File: config.mk
export PLATFORM = sky130hd
export DESIGN_NAME = kvf_mul
export DESIGN_NICKNAME = d
export VERILOG_FILES = /design/src/kvf_pkg.sv /design/src/kvf_mul.sv
export SDC_FILE = /design/constraint.sdc
export NUM_CORES = 2
export LEC_CHECK = 0
export BUFFER_PORTS_ARGS = -buffer_cell sky130_fd_sc_hd__buf_2
export CAP_MARGIN = 20
export CORE_ASPECT_RATIO = 0.6
export CORE_MARGIN = 3
export CORE_UTILIZATION = 60
export DETAILED_ROUTE_END_ITERATION = 8
export MAX_ROUTING_LAYER = met4
export PLACE_DENSITY = 0.76
export SETUP_SLACK_MARGIN = 0.3
export SLEW_MARGIN = 10
export SYNTH_ARGS = -nofsm -noshare
export SYNTH_HDL_FRONTEND = slang
export SYNTH_SLANG_ARGS = --single-unit
File: constraint.sdc
create_clock -name clk -period 12.2 [get_ports clk]
set_input_delay 2.44 -clock clk [delete_from_list [all_inputs] [get_ports clk]]
set_output_delay 2.44 -clock clk [all_outputs]
set_load 0.02 [all_outputs]
File: src/kvf_pkg.sv
// Shared constants, widths and the saturation helper for the 2D velocity fusion block.
// No dependencies.
`default_nettype none
package kvf_pkg;
	localparam int FRAC    = 24;
	localparam int W       = 32;
	localparam int CFG_W   = 31;
	localparam int OP_W    = W + 1;
	localparam int PROD_W  = 2 * OP_W - FRAC;
	localparam int ACC_W   = PROD_W + 2;
	localparam int DET_W   = 2 * W - FRAC + 1;
	localparam int NUM_W   = OP_W + FRAC;
	localparam int DVD_W   = W + FRAC;
	localparam int CNT_W   = $clog2(DVD_W);
	localparam int ADDR_W  = 4;

	localparam logic [CFG_W-1:0] PROC_NOISE_RST = CFG_W'(1074);
	localparam logic [CFG_W-1:0] MEAS_NOISE_RST = CFG_W'(41943);

	localparam logic [1:0] REG_PROC_X = 2'd0;
	localparam logic [1:0] REG_PROC_Y = 2'd1;
	localparam logic [1:0] REG_MEAS_X = 2'd2;
	localparam logic [1:0] REG_MEAS_Y = 2'd3;

	function automatic logic signed [W-1:0] sat32(input logic signed [ACC_W-1:0] v);
		logic fits;
		fits = (&v[ACC_W-1:W-1]) || !(|v[ACC_W-1:W-1]);
		if (fits)
			return v[W-1:0];
		else if (v[ACC_W-1])
			return {1'b1, {(W-1){1'b0}}};
		else
			return {1'b0, {(W-1){1'b1}}};
	endfunction
endpackage
`default_nettype wire

File: src/kvf_mul.sv
// Shared registered fixed-point multiplier: (a*b) floored by 2^FRAC.
// Depends on kvf_pkg.
`default_nettype none
module kvf_mul (
	input  wire                                    clk,
	input  wire signed [kvf_pkg::OP_W-1:0]         a,
	input  wire signed [kvf_pkg::OP_W-1:0]         b,
	output logic signed [kvf_pkg::PROD_W-1:0]      prod_q
);
	import kvf_pkg::*;

	logic signed [2*OP_W-1:0] full;
	logic signed [2*OP_W-1:0] shifted;

	assign full    = a * b;
	assign shifted = full >>> FRAC;

	always_ff @(posedge clk) begin
		prod_q <= shifted[PROD_W-1:0];
	end
endmodule
`default_nettype wire

==> Yosys cells after proc, flatten, opt, wreduce, memory -nomap -nowiden <==
Cells that the tools add are included.
W data, S select, Z words.
{ "totals": {"word_cells": 2, "regBits": 42} }
{ "classes": {"multipliers": 1} }
{ "ops": {"columns": ["cell", "count"], "rows": [
  ["$mul A33 B33 Y66", 1]
]} }

==> Depth between registers and ports, before layout <==
{ "depth": {"word_depth": 1, "depth_mapped": 30} }

==> Worst setup path after synthesis <==
OpenSTA, ideal clock, no wires.
{ "synth_path": {"path_type": "input port to flip-flop", "start": "input port a[32] (netlist bit)", "end": "register prod_q[41] (netlist bit)", "path_buffers": 1, "path_stages": 23, "setup_slack_ns": 2.638, "arrival_ns": 9.439, "required_time_ns": 12.077, "setup_time_ns": 0.123, "path_cell_list": "clkbuf_1 -> nand2_1 -> inv_1 -> fa_1 -> fa_1 -> fa_1 -> fa_1 -> inv_1 -> fa_1 -> fa_1 -> fa_1 -> fa_1 -> inv_1 -> ha_1 -> a21o_1 -> a21o_1 -> a21oi_1 -> nor2b_1 -> o21a_1 -> o21ai_0 -> nand2b_1 -> a221oi_2 -> xnor2_1"} }
{ "synth_via": {"elab_chain_len": 1} }
{ "synth_rtl": {"columns": ["item", "line", "rtl"], "rows": [
  ["start: declaration", "kvf_mul.sv:6", "input wire signed [kvf_pkg::OP_W-1:0] a,"],
  ["$mul A33 B33 Y66", "kvf_mul.sv:15", "assign full = a * b;"],
  ["net full[65]", "kvf_mul.sv:12", "logic signed [2*OP_W-1:0] full;"],
  ["end signal: assignment", "kvf_mul.sv:19", "prod_q <= shifted[PROD_W-1:0];"],
  ["end: declaration", "kvf_mul.sv:8", "output logic signed [kvf_pkg::PROD_W-1:0] prod_q"]
]} }
The timed path passes the listed nets, and every way through them passes these cells.

==> Worst setup path after layout <==
{ "layout_path": {"start": "input port b[2] (netlist bit)", "end": "register prod_q[40] (netlist bit)"} }
{ "layout_via": {"elab_chain_len": 1} }
{ "layout_rtl": {"columns": ["item", "line", "rtl"], "rows": [
  ["start: declaration", "kvf_mul.sv:7", "input wire signed [kvf_pkg::OP_W-1:0] b,"],
  ["$mul A33 B33 Y66", "kvf_mul.sv:15", null],
  ["net full[64]", "kvf_mul.sv:12", null]
]} }
The timed path passes the listed nets, and every way through them passes these cells.

==> results.py <==
metrics = {
    "floorplan": {
        "die_area_mm2": 0.0681,
        "initial_core_util_pct": 61.4,
        "die_w_um": 335,
        "die_y_um": 203,
        "coreArea_mm2": 0.0634,
        "ios": 109,
        "num_rows": 71,
    },
    "placed_design": {
        "postPlaceCellArea_mm2": 0.0399,
        "place_hpwl_um": 89300,
        "io_buffers": 108,
        "pre_cts_slack_ns": 1.36,
        "gp_congestion": 0.979,
    },
    "critical_path": {
        "arrival_ns": 10.73,
        "worst-path-stages": 23,
        "worst_path_most_repeated_cell": "fa_1",
        "cp_max_fo": 33,
        "crit_type": "in -> reg",
        "end_kind": "register",
        "cp-start-kind": "primary input",
        "critPathTopFamily": "adder cells",
        "crit_path_start": "b[2]",
        "critPathBufInv": 4,
        "cp_slowest_stage_delay_ns": 1.05,
        "endpoint": "prod_q[40]$_DFF_P_",
        "crit_required_ns": 12.46,
        "cp_slowest_cell": "fa_1",
        "path_cells": "buf_2 > and2_1 > fa_1 > fa_1 > fa_1 > inv_1 > fa_1 > fa_1 > fa_1 > fa_1 > fa_1 > inv_1 > ha_1 > inv_1 > o21bai_1 > a21oi_1 > nand3b_1 > a21oi_1 > a21oi_4 > a211oi_2 > o31ai_2 > a21oi_1 > xnor2_1",
    },
    "synthesis": {
        "ys_ff_latch": 42,
        "avgSynthCellArea_um2": 9.45,
        "synth_cell_types": 61,
        "synth_edf_count": 0,
        "yosys.area.top_type_share_pct": 58.8,
        "synth-main-ff-cell": "dfxtp_1",
        "synth.area.top_cells": "fa_1, inv_1, and2_1",
        "ys_async_sr_fraction_pct": 0,
        "syn_area_mm2": 0.0389,
        "yosysTopAreaCell": "fa_1",
        "syn_inst": 4119,
        "yosys_warnings": 0,
        "synth_seq_area_share_pct": 2.16,
        "syn_nets": 5542,
    },
    "timing": {
        "max_freq_ghz": 0.0956,
        "fin_setup_tns_ns": 0,
        "setup_slack_ns": 1.73,
        "rsz0062_at_grt": "false",
        "slew_violations": 0,
        "period_share_pct": 85.8,
        "max_slew_margin_pct": 17.7,
        "worstMarginPinSlew_ns": 1.22,
        "setup_viol": 0,
        "hold_viol_final": 0,
        "post-route-min-period_ns": 10.47,
    },
    "final_layout": {
        "multi_input_area_mm2": 0.0332,
        "largest_reg_flops": 42,
        "top_register": "prod_q",
        "layout.nets": 5478,
        "largestRegisters": "prod_q: 42 flops",
        "drive_above_1_share_pct": 3.94,
        "syn_to_final_growth_pct": 3.06,
        "fillers": 5224,
        "finish.instance_area_mm2": 0.0401,
        "ff_latch_area_um2": 841,
    },
    "drt": {
        "routed-wl-met2_um": 41500,
        "wl_per_cell_um": 22.9,
        "drt_pass1_iterations": 6,
        "maxUsedRoutingLayer": "met4",
        "first_iter_violations": 3110,
        "met3WireLength_um": 22700,
        "drt-total-wl_um": 112000,
        "via_per_inst": 5.60,
        "m1WireLength_um": 46600,
        "vias": 27441,
        "detail-route-antenna-nets": 0,
        "drcViolationCount": 0,
    },
    "clock_network": {
        "cts-root-buf": "clkbuf_16",
        "cts_resized": 0,
        "cts_buffers": 5,
        "htreeDepth": 2,
        "cts_tree": "yes",
        "clk_pin_slew_ns": 0.07,
        "cts_sinks": 42,
        "post_cts_buffers": 0,
        "cts_hold_buffers": 0,
        "cts_max_path_buffers": 2,
    },
    "global_routing": {
        "grt_max_degree": 34,
        "first_global_vias": 29716,
        "grt_usage_pct": 36.0,
        "antenna_found_initial": 4,
        "grt-ovfl-total": 0,
        "grt_pass1_wl_um": 177000,
    },
    "outcome": {
        "status": "completed",
    },
    "hold_path": {
        "hp-class": "reg -> out",
    },
    "job": {
        "maxCapViolations": 0,
    },
}
-- cell usage in the layout, fill, tap and decap left out, types with 5 or more instances in the layout --
master,instances
o21ai_0,25
nand2_1,537
nand3_1,11
ha_1,212
xor2_1,15
xnor2_1,42
diode_2,6
a21oi_1,53
fa_1,1144
dfxtp_1,42
buf_4,21
nor2_1,47
buf_2,109
nor2b_1,8
nand2b_1,11
inv_1,1108
nand4_1,11
clkbuf_16,5
and3_1,8
and2_1,550
a21o_1,32
-- Yosys cell counts, types with 3 or more instances --
library cell and n:
inv_1 1109, and2_1 550, clkbuf_1 202, nor3_1 4
ha_1 212, a31oi_1 3, nand2b_1 11, dfxtp_1 42
nand3_1 11, nor2_1 47, a21o_1 32, a211oi_1 3
xor2_1 15, and3_1 8, nand4_1 11, xnor2_1 42
a21oi_1 53, o21ai_0 25, fa_1 1144, nor2b_1 8
nand2_1 537
-- logic make-up (layout without fill, tap and decap cells) --
kind of cell / count (synthesis) / after routing / share of synthesized area (%)
other: 0 / 6 / 0
AOI/OAI and AO/OA: 157 / 157 / 2.80
and+or+nand+nor: 1195 / 1195 / 15.4
buffers and inverters: 1312 / 1249 / 12.7
adders and majority gates: 1356 / 1356 / 65.7
xor gates and xnor gates: 57 / 57 / 1.28
DFF: 42 / 42 / 2.16
-- how the worst min path moves through the flow --
stage / from / endpoint / cells after the start
2_1_floorplan: prod_q[0]$_DFF_P_ / prod_q[0] / 0
3_3_place_gp: prod_q[18]$_DFF_P_ / prod_q[18] / 1
3_5_place_dp: prod_q[6]$_DFF_P_ / prod_q[6] / 1
4_1_cts: prod_q[32]$_DFF_P_ / prod_q[32] / 1
5_1_grt: prod_q[33]$_DFF_P_ / prod_q[33] / 1
6_report: prod_q[32]$_DFF_P_ / prod_q[32] / 1
-- metrics by stage --
step                std cells  utilization (%)  hold slack, ns
global placement         4884             62.9            2.86
detailed placement       4885             62.9            2.85
floorplan                4119                -            2.78
global route             4901             63.2            3.23
finish                   4901             63.2            3.21
CTS                      4893             63.2            3.22
-- layer usage --
| layer | track usage (%) | vias to the layer above |
|---|---|---|
| met1 | 51.7 | 13878 |
| met4 | 4.31 | 0 |
| met2 | 44.6 | 1992 |
| li1 | - | 11423 |
| met5 | - | - |
| met3 | 21.4 | 148 |
-- layout make-up --
cell class	instances	area share, %
diodes	6	0.0374
well taps	839	2.62
inverters	1109	10.4
multi-input cells	2765	82.7
clock buffers	5	0.312
flip-flops and latches	42	2.10
clock inverters	3	0.0717
repair buffers	132	1.83
Power is not shown: default switching activity piles up to over one toggle a cycle in this logic, so the estimate is an artifact.
